--- src/hdl/assert_macros.svh ---
`ifndef ASSERT_MACROS_SVH
`define ASSERT_MACROS_SVH

// condition holds at every edge out of reset
`define BPS_ASSERT(name, clk, rst_n, expr) \
	name: assert property (@(posedge clk) disable iff (!rst_n) (expr)) \
		else $error("assertion failed");

// condition in one cycle implies consequence in the next
`define BPS_ASSERT_NEXT(name, clk, rst_n, ante, cons) \
	name: assert property (@(posedge clk) disable iff (!rst_n) (ante) |=> (cons)) \
		else $error("assertion failed");

`endif

--- src/hdl/bps_pkg.sv ---
`default_nettype none

package bps_pkg;

	localparam logic [1:0] CMD_TICK    = 2'd0;
	localparam logic [1:0] CMD_TRIGGER = 2'd1;
	localparam logic [1:0] CMD_STOP    = 2'd2;

	localparam logic [2:0] PAT_NONE      = 3'd0;
	localparam logic [2:0] PAT_STARTUP   = 3'd1;
	localparam logic [2:0] PAT_CONNECTED = 3'd2;
	localparam logic [2:0] PAT_LOCK      = 3'd3;
	localparam logic [2:0] PAT_WARNING   = 3'd4;
	localparam logic [2:0] NUM_PATTERNS  = 3'd5;

	localparam logic [10:0] LEN_SHORT   = 11'd100;
	localparam logic [10:0] LEN_LONG    = 11'd500;
	localparam logic [10:0] LEN_RAPID   = 11'd80;
	localparam logic [10:0] LEN_PAUSE   = 11'd2000;
	localparam logic [10:0] ELAPSED_MAX = 11'd2047;

	typedef struct packed {
		logic [2:0]  pattern;
		logic [2:0]  step_index;
		logic [10:0] elapsed;
		logic        repeat_mode;
		logic        sounding;
	} state_t;

	function automatic logic [2:0] pat_steps(input logic [2:0] p);
		logic [2:0] n;
		case (p)
			PAT_STARTUP:   n = 3'd1;
			PAT_CONNECTED: n = 3'd3;
			PAT_LOCK:      n = 3'd1;
			PAT_WARNING:   n = 3'd6;
			default:       n = 3'd0;
		endcase
		return n;
	endfunction

	function automatic logic [10:0] step_len(input logic [2:0] p, input logic [2:0] idx);
		logic [10:0] len;
		len = 11'd0;
		case (p)
			PAT_STARTUP: begin
				if (idx == 3'd0) len = LEN_SHORT;
			end
			PAT_CONNECTED: begin
				if (idx < 3'd3) len = LEN_SHORT;
			end
			PAT_LOCK: begin
				if (idx == 3'd0) len = LEN_LONG;
			end
			PAT_WARNING: begin
				if (idx < 3'd5) len = LEN_RAPID;
				else if (idx == 3'd5) len = LEN_PAUSE;
			end
			default: len = 11'd0;
		endcase
		return len;
	endfunction

	function automatic logic step_on(input logic [2:0] p, input logic [2:0] idx);
		logic on;
		on = 1'b0;
		case (p)
			PAT_STARTUP:   on = (idx == 3'd0);
			PAT_CONNECTED: on = (idx == 3'd0) || (idx == 3'd2);
			PAT_LOCK:      on = (idx == 3'd0);
			PAT_WARNING:   on = (idx == 3'd0) || (idx == 3'd2) || (idx == 3'd4);
			default:       on = 1'b0;
		endcase
		return on;
	endfunction

endpackage

`default_nettype wire

--- src/hdl/bps_cmd_if.sv ---
`default_nettype none

interface bps_cmd_if;
	logic       valid;
	logic       ready;
	logic [1:0] command;
	logic [2:0] pattern;

	modport source (output valid, output command, output pattern, input ready);
	modport sink (input valid, input command, input pattern, output ready);
endinterface

`default_nettype wire

--- src/hdl/bps_res_if.sv ---
`default_nettype none

interface bps_res_if;
	logic       valid;
	logic       ready;
	logic       sound_on;
	logic       pin_level;
	logic       playing;
	logic [2:0] active_pattern;

	modport source (output valid, output sound_on, output pin_level, output playing,
		output active_pattern, input ready);
	modport sink (input valid, input sound_on, input pin_level, input playing,
		input active_pattern, output ready);
endinterface

`default_nettype wire

--- src/hdl/bps_step.sv ---
`default_nettype none

module bps_step (
	input  bps_pkg::state_t cur,
	input  logic [1:0]      command,
	input  logic [2:0]      pattern,
	output bps_pkg::state_t nxt
);

	logic [10:0]     len;
	logic [10:0]     elapsed_inc;
	logic [2:0]      idx_inc;
	logic [2:0]      steps;
	bps_pkg::state_t restart;
	bps_pkg::state_t trig;
	bps_pkg::state_t idle;

	always_comb begin
		len         = bps_pkg::step_len(cur.pattern, cur.step_index);
		steps       = bps_pkg::pat_steps(cur.pattern);
		elapsed_inc = (cur.elapsed != bps_pkg::ELAPSED_MAX) ? cur.elapsed + 11'd1 : cur.elapsed;
		idx_inc     = cur.step_index + 3'd1;

		idle = '0;

		restart.pattern     = cur.pattern;
		restart.step_index  = 3'd0;
		restart.elapsed     = 11'd0;
		restart.repeat_mode = (cur.pattern == bps_pkg::PAT_WARNING);
		restart.sounding    = bps_pkg::step_on(cur.pattern, 3'd0);

		trig.pattern     = pattern;
		trig.step_index  = 3'd0;
		trig.elapsed     = 11'd0;
		trig.repeat_mode = (pattern == bps_pkg::PAT_WARNING);
		trig.sounding    = bps_pkg::step_on(pattern, 3'd0);

		nxt = cur;
		case (command)
			bps_pkg::CMD_TICK: begin
				if (cur.pattern != bps_pkg::PAT_NONE) begin
					if (cur.pattern >= bps_pkg::NUM_PATTERNS) begin
						nxt = idle;
					end else if (cur.step_index >= steps) begin
						nxt = cur.repeat_mode ? restart : idle;
					end else if (elapsed_inc >= len) begin
						if (idx_inc >= steps) begin
							nxt = cur.repeat_mode ? restart : idle;
						end else begin
							nxt.step_index = idx_inc;
							nxt.elapsed    = 11'd0;
							nxt.sounding   = bps_pkg::step_on(cur.pattern, idx_inc);
						end
					end else begin
						nxt.elapsed = elapsed_inc;
					end
				end
			end
			bps_pkg::CMD_TRIGGER: begin
				if (pattern == bps_pkg::PAT_NONE || pattern >= bps_pkg::NUM_PATTERNS) begin
					nxt = idle;
				end else begin
					nxt = trig;
				end
			end
			bps_pkg::CMD_STOP: begin
				nxt = idle;
			end
			default: begin
				nxt = cur;
			end
		endcase
	end

endmodule

`default_nettype wire

--- src/hdl/beep_pattern_sequencer.sv ---
// channel   dir   payload                                       transfer
// cmd       in    command[1:0], pattern[2:0]                    valid & ready
// res       out   sound_on, pin_level, playing, active_pattern  valid & ready
//
// one command taken every cycle unless a held result stalls the command register;
// its result is offered after the command register, step logic and result register
// the step logic is table lookups, an 11-bit and a 3-bit increment and compares
// reset clears both valid flags and puts the sequencer idle; result data is not reset
// a held result stalls the command register; ready drops only when both are full

`default_nettype none
`include "assert_macros.svh"

module beep_pattern_sequencer (
	input logic       clk,
	input logic       arst_n,
	bps_cmd_if.sink   cmd,
	bps_res_if.source res
);

	logic            valid_s1;
	logic [1:0]      command_s1;
	logic [2:0]      pattern_s1;
	logic            valid_s2;
	logic            sound_on_s2;
	logic            playing_s2;
	logic [2:0]      active_pattern_s2;
	bps_pkg::state_t state_q;
	bps_pkg::state_t state_nxt;
	logic            advance;

	assign advance   = valid_s1 && (!valid_s2 || res.ready);
	assign cmd.ready = !valid_s1 || advance;

	bps_step u_step (
		.cur     (state_q),
		.command (command_s1),
		.pattern (pattern_s1),
		.nxt     (state_nxt)
	);

	// command register
	always_ff @(posedge clk or negedge arst_n) begin
		if (!arst_n) begin
			valid_s1 <= 1'b0;
		end else if (cmd.ready) begin
			valid_s1 <= cmd.valid;
		end
	end

	always_ff @(posedge clk) begin
		if (cmd.valid && cmd.ready) begin
			command_s1 <= cmd.command;
			pattern_s1 <= cmd.pattern;
		end
	end

	// sequencer state
	always_ff @(posedge clk or negedge arst_n) begin
		if (!arst_n) begin
			state_q <= '0;
		end else if (advance) begin
			state_q <= state_nxt;
		end
	end

	// result register
	always_ff @(posedge clk or negedge arst_n) begin
		if (!arst_n) begin
			valid_s2 <= 1'b0;
		end else if (advance) begin
			valid_s2 <= 1'b1;
		end else if (res.ready) begin
			valid_s2 <= 1'b0;
		end
	end

	always_ff @(posedge clk) begin
		if (advance) begin
			sound_on_s2       <= state_nxt.sounding;
			playing_s2        <= (state_nxt.pattern != bps_pkg::PAT_NONE);
			active_pattern_s2 <= state_nxt.pattern;
		end
	end

	assign res.valid          = valid_s2;
	assign res.sound_on       = sound_on_s2;
	assign res.pin_level      = !sound_on_s2;
	assign res.playing        = playing_s2;
	assign res.active_pattern = active_pattern_s2;

	`BPS_ASSERT_NEXT(a_advance_fills_result, clk, arst_n, advance, valid_s2)
	`BPS_ASSERT(a_not_ready_only_when_held, clk, arst_n, cmd.ready || valid_s1)
	`BPS_ASSERT(a_idle_is_clean, clk, arst_n, (state_q.pattern != bps_pkg::PAT_NONE) || (!state_q.sounding && state_q.step_index == 3'd0 && state_q.elapsed == 11'd0 && !state_q.repeat_mode))
	`BPS_ASSERT(a_elapsed_below_len, clk, arst_n, (state_q.pattern == bps_pkg::PAT_NONE) || (state_q.elapsed < bps_pkg::step_len(state_q.pattern, state_q.step_index)))

endmodule

`default_nettype wire
--- src/flat_wrapper.sv ---
// flat-port wrapper written by rule: the top's interface ports become plain ports
module beep_pattern_sequencer_flat 
  (clk, arst_n, cmd_valid, cmd_command, cmd_pattern, cmd_ready, res_valid, res_sound_on, res_pin_level, res_playing, res_active_pattern, res_ready);
  bps_cmd_if cmd_i ();
  bps_res_if res_i ();
  input logic clk;
  input logic arst_n;
  input wire logic [$bits(cmd_i.valid)-1:0] cmd_valid;
  input wire logic [$bits(cmd_i.command)-1:0] cmd_command;
  input wire logic [$bits(cmd_i.pattern)-1:0] cmd_pattern;
  output wire logic [$bits(cmd_i.ready)-1:0] cmd_ready;
  output wire logic [$bits(res_i.valid)-1:0] res_valid;
  output wire logic [$bits(res_i.sound_on)-1:0] res_sound_on;
  output wire logic [$bits(res_i.pin_level)-1:0] res_pin_level;
  output wire logic [$bits(res_i.playing)-1:0] res_playing;
  output wire logic [$bits(res_i.active_pattern)-1:0] res_active_pattern;
  input wire logic [$bits(res_i.ready)-1:0] res_ready;
  assign cmd_i.valid = cmd_valid;
  assign cmd_i.command = cmd_command;
  assign cmd_i.pattern = cmd_pattern;
  assign cmd_ready = cmd_i.ready;
  assign res_valid = res_i.valid;
  assign res_sound_on = res_i.sound_on;
  assign res_pin_level = res_i.pin_level;
  assign res_playing = res_i.playing;
  assign res_active_pattern = res_i.active_pattern;
  assign res_i.ready = res_ready;
  beep_pattern_sequencer u_core (.clk(clk), .arst_n(arst_n), .cmd(cmd_i), .res(res_i));
endmodule
--- config.mk ---
export PLATFORM = sky130hd
export DESIGN_NAME = beep_pattern_sequencer_flat
export DESIGN_NICKNAME = d
export VERILOG_FILES = /design/src/hdl/bps_pkg.sv /design/src/hdl/bps_cmd_if.sv /design/src/hdl/bps_res_if.sv /design/src/hdl/bps_step.sv /design/src/hdl/beep_pattern_sequencer.sv /design/src/flat_wrapper.sv
export VERILOG_INCLUDE_DIRS = /design/src /design/src/hdl
export SDC_FILE = /design/constraint.sdc
export NUM_CORES = 1
export LEC_CHECK = 0
export CAP_MARGIN = 20
export CORE_ASPECT_RATIO = 1.5
export CORE_UTILIZATION = 25
export DETAILED_ROUTE_END_ITERATION = 7
export DONT_BUFFER_PORTS = 1
export GPL_TIMING_DRIVEN = 0
export PLACE_DENSITY_LB_ADDON = 0.2
export SLEW_MARGIN = 20
export SYNTH_ARGS = -nofsm -noshare
export SYNTH_HDL_FRONTEND = slang
export SYNTH_HIERARCHICAL = 1
export SYNTH_SLANG_ARGS = --single-unit
--- constraint.sdc ---
create_clock -name clk -period 8.9 [get_ports clk]
set_clock_uncertainty 0.1 [all_clocks]
set_input_delay 2.67 -clock clk [delete_from_list [all_inputs] [get_ports clk]]
set_output_delay 2.67 -clock clk [all_outputs]
set_load 0.1 [all_outputs]
==> results.json <==
{
  "outcome": "finished, final reports clean",
  "syn_avg_cell_area_um2": 9.757,
  "register_area_um2": 825.8,
  "synthAdderAreaFrac": 0.09630,
  "min_to": "u_core/res.valid$_DFFE_PN0P_",
  "synthSimpleGateAreaFrac": 0.2164,
  "p_per_area_nw_per_um2": 158.6,
  "cp_max_fo": 3,
  "vias": 1960,
  "wl_per_cell_um": 16.34,
  "cts_tree": "done",
  "yosysSeqAreaShare": 0.3345,
  "fin_util": 0.2853,
  "gp_congestion": 0.7816,
  "path_cells": "nand3b_1",
  "arrival_ns": 3.51,
  "holdBufCountCts": 0,
  "num_rows": 44,
  "period_share": 0.7061,
  "postCtsSetupBuffers": 0,
  "post-dp-hpwl_um": 4592,
  "fin_crit_ns": 6.284,
  "reg2reg_depth": 15,
  "drv_cap": 0,
  "clkTransAtPathRegs_ns": 0.05,
  "synth_commonest_cells": "nand2_1 (22), dfrtp_1 (21), ha_1 (19), mux2_4 (19), nor2_1 (19)",
  "die_area_um2": 10280,
  "crit_path_start_kind": "input pin",
  "ioPinCount": 17,
  "synth_compound_area_frac": 0.1642,
  "synth_seq_cells": 31,
  "setup.worst_path.class": "in2out",
  "fp.dieH_um": 123.7,
  "grt_pass1_wl_um": 10380,
  "synth.most_common_cell": "nand2_1",
  "syn_inst": 253,
  "tightest_slew_ns": 1.109,
  "remaining_drc_errors": 0,
  "nets": 288,
  "numCtsBuffers": 5,
  "reg2reg_to": "u_core/res.playing$_DFFE_PP_",
  "hold_depth": 1,
  "ir_drop_v": 0.00009827,
  "slew_headroom": 0.2585,
  "synth_xor_area_frac": 0.02129,
  "io_buffers": 0,
  "rsz0062_at_grt": "false",
  "dp.cells": 368,
  "leakage_nw": 1.209,
  "synth_top_family_by_area": "simple AND/OR/NAND/NOR gates",
  "hp-class": "reg2reg",
  "synth.distinct_cells": 50,
  "core_area_um2": 9634,
  "grt_start_max_net_pins": 22,
  "synth-async-reset-ratio": 0.6774,
  "crit_buf_inv": 0,
  "syn_nets": 281,
  "cpMaxStageDelayCell": "nand3b_1",
  "worstPathRequired_ns": 6.13,
  "htree_levels": 2,
  "stdcell_area_um2": 2749,
  "clockRootBuffer": "clkbuf_16",
  "ys.flop_type": "dfrtp_1",
  "grt.total_usage": 0.1297,
  "yosysTopAreaCellShare": 0.2129,
  "r2r_slack_ns": 4.30,
  "cts.path.max_buffers": 2,
  "nFillCells": 987,
  "grt_overflow": 0,
  "synth-edff-count": 10,
  "grt_pass1_vias": 1969,
  "ctsResizeCount": 0,
  "wl_um": 6142,
  "initial_core_util": 0.2562,
  "r2r-start": "u_core/state_q[2]$_DFFE_PN0P_",
  "setup-violations-final": 0,
  "finalNonFillerCells": 376,
  "tns_ns": 0,
  "hold_viol": 0,
  "syn_area_um2": 2469,
  "drtPass1Iterations": 4,
  "drv_slew": 0,
  "die_width_um": 83.14,
  "cpPeakStageDelay_ns": 0.84,
  "final_layout_size_suffix_gt1_frac": 0.1494,
  "post_drt_via_cell_ratio": 5.213,
  "yosys-top-cells-area": "dfrtp_1 (21%), edfxtp_1 (12%), mux2_4 (12%)",
  "synthToLayoutAreaGrowth_pct": 11.35,
  "worstSkewPairLatency_ns": 0.27,
  "cp-end-kind": "output pin",
  "antenna_left": 0,
  "crit_family": "simple AND/OR/NAND/NOR gates",
  "multiInputGateArea_um2": 1535,
  "cts.sinks": 31,
  "synth.largest_area_cell": "dfrtp_1",
  "whs_ns": 0.4062,
  "drt_iter0_drc": 66,
  "min_from": "u_core/valid_s1$_DFFE_PN0P_",
  "synthMuxAreaShare": 0.1237,
  "yosysWarnings": 6,
  "placed_cell_area_um2": 2613,
  "n_antenna_cell": 0,
  "fmax_mhz": 159.1,
  "antenna_found_initial": 0
}
==> cell type report <==
cell class / instances / share of cell area
Clock inverter: 2 / 0.002731
Buffer: 10 / 0.02685
Tap cell: 115 / 0.05234
Multi-Input combinational cell: 203 / 0.5585
Sequential cell: 31 / 0.3004
Inverter: 9 / 0.01229
Clock buffer: 6 / 0.04688
==> placed cells by master, fill, tap and decap left out, types with 4 or more instances in the layout <==
cell	count
inv_1	9
nor3_1	7
nand2b_1	5
buf_6	4
o211ai_1	4
o21ai_0	7
edfxtp_1	10
ha_1	19
clkbuf_16	5
a22o_1	8
xnor2_1	6
dfrtp_1	21
mux2_4	19
nand2_1	22
clkbuf_1	4
nand4_1	7
a21o_1	4
nand3b_1	4
nor2_1	19
a21oi_1	11
nor2b_1	5
nand3_1	11
and3_1	5
==> metal layers <==
metal | wire, um | GRT usage | up-vias
met5 | 0 | 0 | -
met4 | 131 | 0.04741 | 0
met3 | 128 | 0.02253 | 8
met2 | 3392 | 0.2577 | 29
met1 | 2490 | 0.1354 | 966
li1 | - | - | 957
==> worst reg2reg max path, stage by stage (launching register included) <==
cell and delay [ns]:
dfrtp_1 0.44, ha_1 0.31, nand4_1 0.22, o31a_1 0.34
and3_1 0.21, nor2b_1 0.13, or2_2 0.30, ha_1 0.30
and3_1 0.17, nand3_1 0.13, or4_1 0.55, and4_4 0.21
buf_6 0.13, a21oi_1 0.23, o21ai_0 0.17, or3_1 0.38
==> through the flow <==
step,power (W),setup slack (ns)
finish,0.0004361,2.616
global route,0.0004581,2.615
CTS,0.0004431,2.617
detailed placement,0.0002789,2.619
global placement,0.0002790,2.624
floorplan,0.0002569,2.638
==> cell families (layout without fill, tap and decap cells) <==
| group | after synthesis | after routing |
|---|---|---|
| buffers and inverters | 19 | 27 |
| multiplexers | 21 | 21 |
| AND/OR/NAND/NOR | 101 | 101 |
| AO/OA/AOI/OAI | 56 | 56 |
| flip-flops | 31 | 31 |
| XOR/XNOR | 6 | 6 |
| adder cells (fa/ha/maj) | 19 | 19 |
==> worst max-delay path by stage <==
stage	start	end	slack (ns)	depth (start not counted)
finish	res_ready	cmd_ready	2.62	1
global route	res_ready	cmd_ready	2.61	1
CTS	res_ready	cmd_ready	2.62	1
detailed placement	res_ready	cmd_ready	2.62	1
floorplan	res_ready	cmd_ready	2.64	1
global placement	res_ready	cmd_ready	2.62	1
==> power by group <==
group	switching, W	internal, W
Sequential	0.0000258	0.000156
Clock	0.0000580	0.000102
Combinational	0.0000596	0.0000350
Total	0.000143	0.000293
==> sequential cells by signal, summed over array words and instances (netlist names) <==
register and cells:
u_core/state_q 19, u_core/res.active_pattern 3, u_core/pattern_s1 3, u_core/res.valid 1, u_core/res.sound_on 1, u_core/command_s1 2, u_core/res.playing 1, u_core/valid_s1 1
No activity file was read; power rests on OpenSTA's default activity.
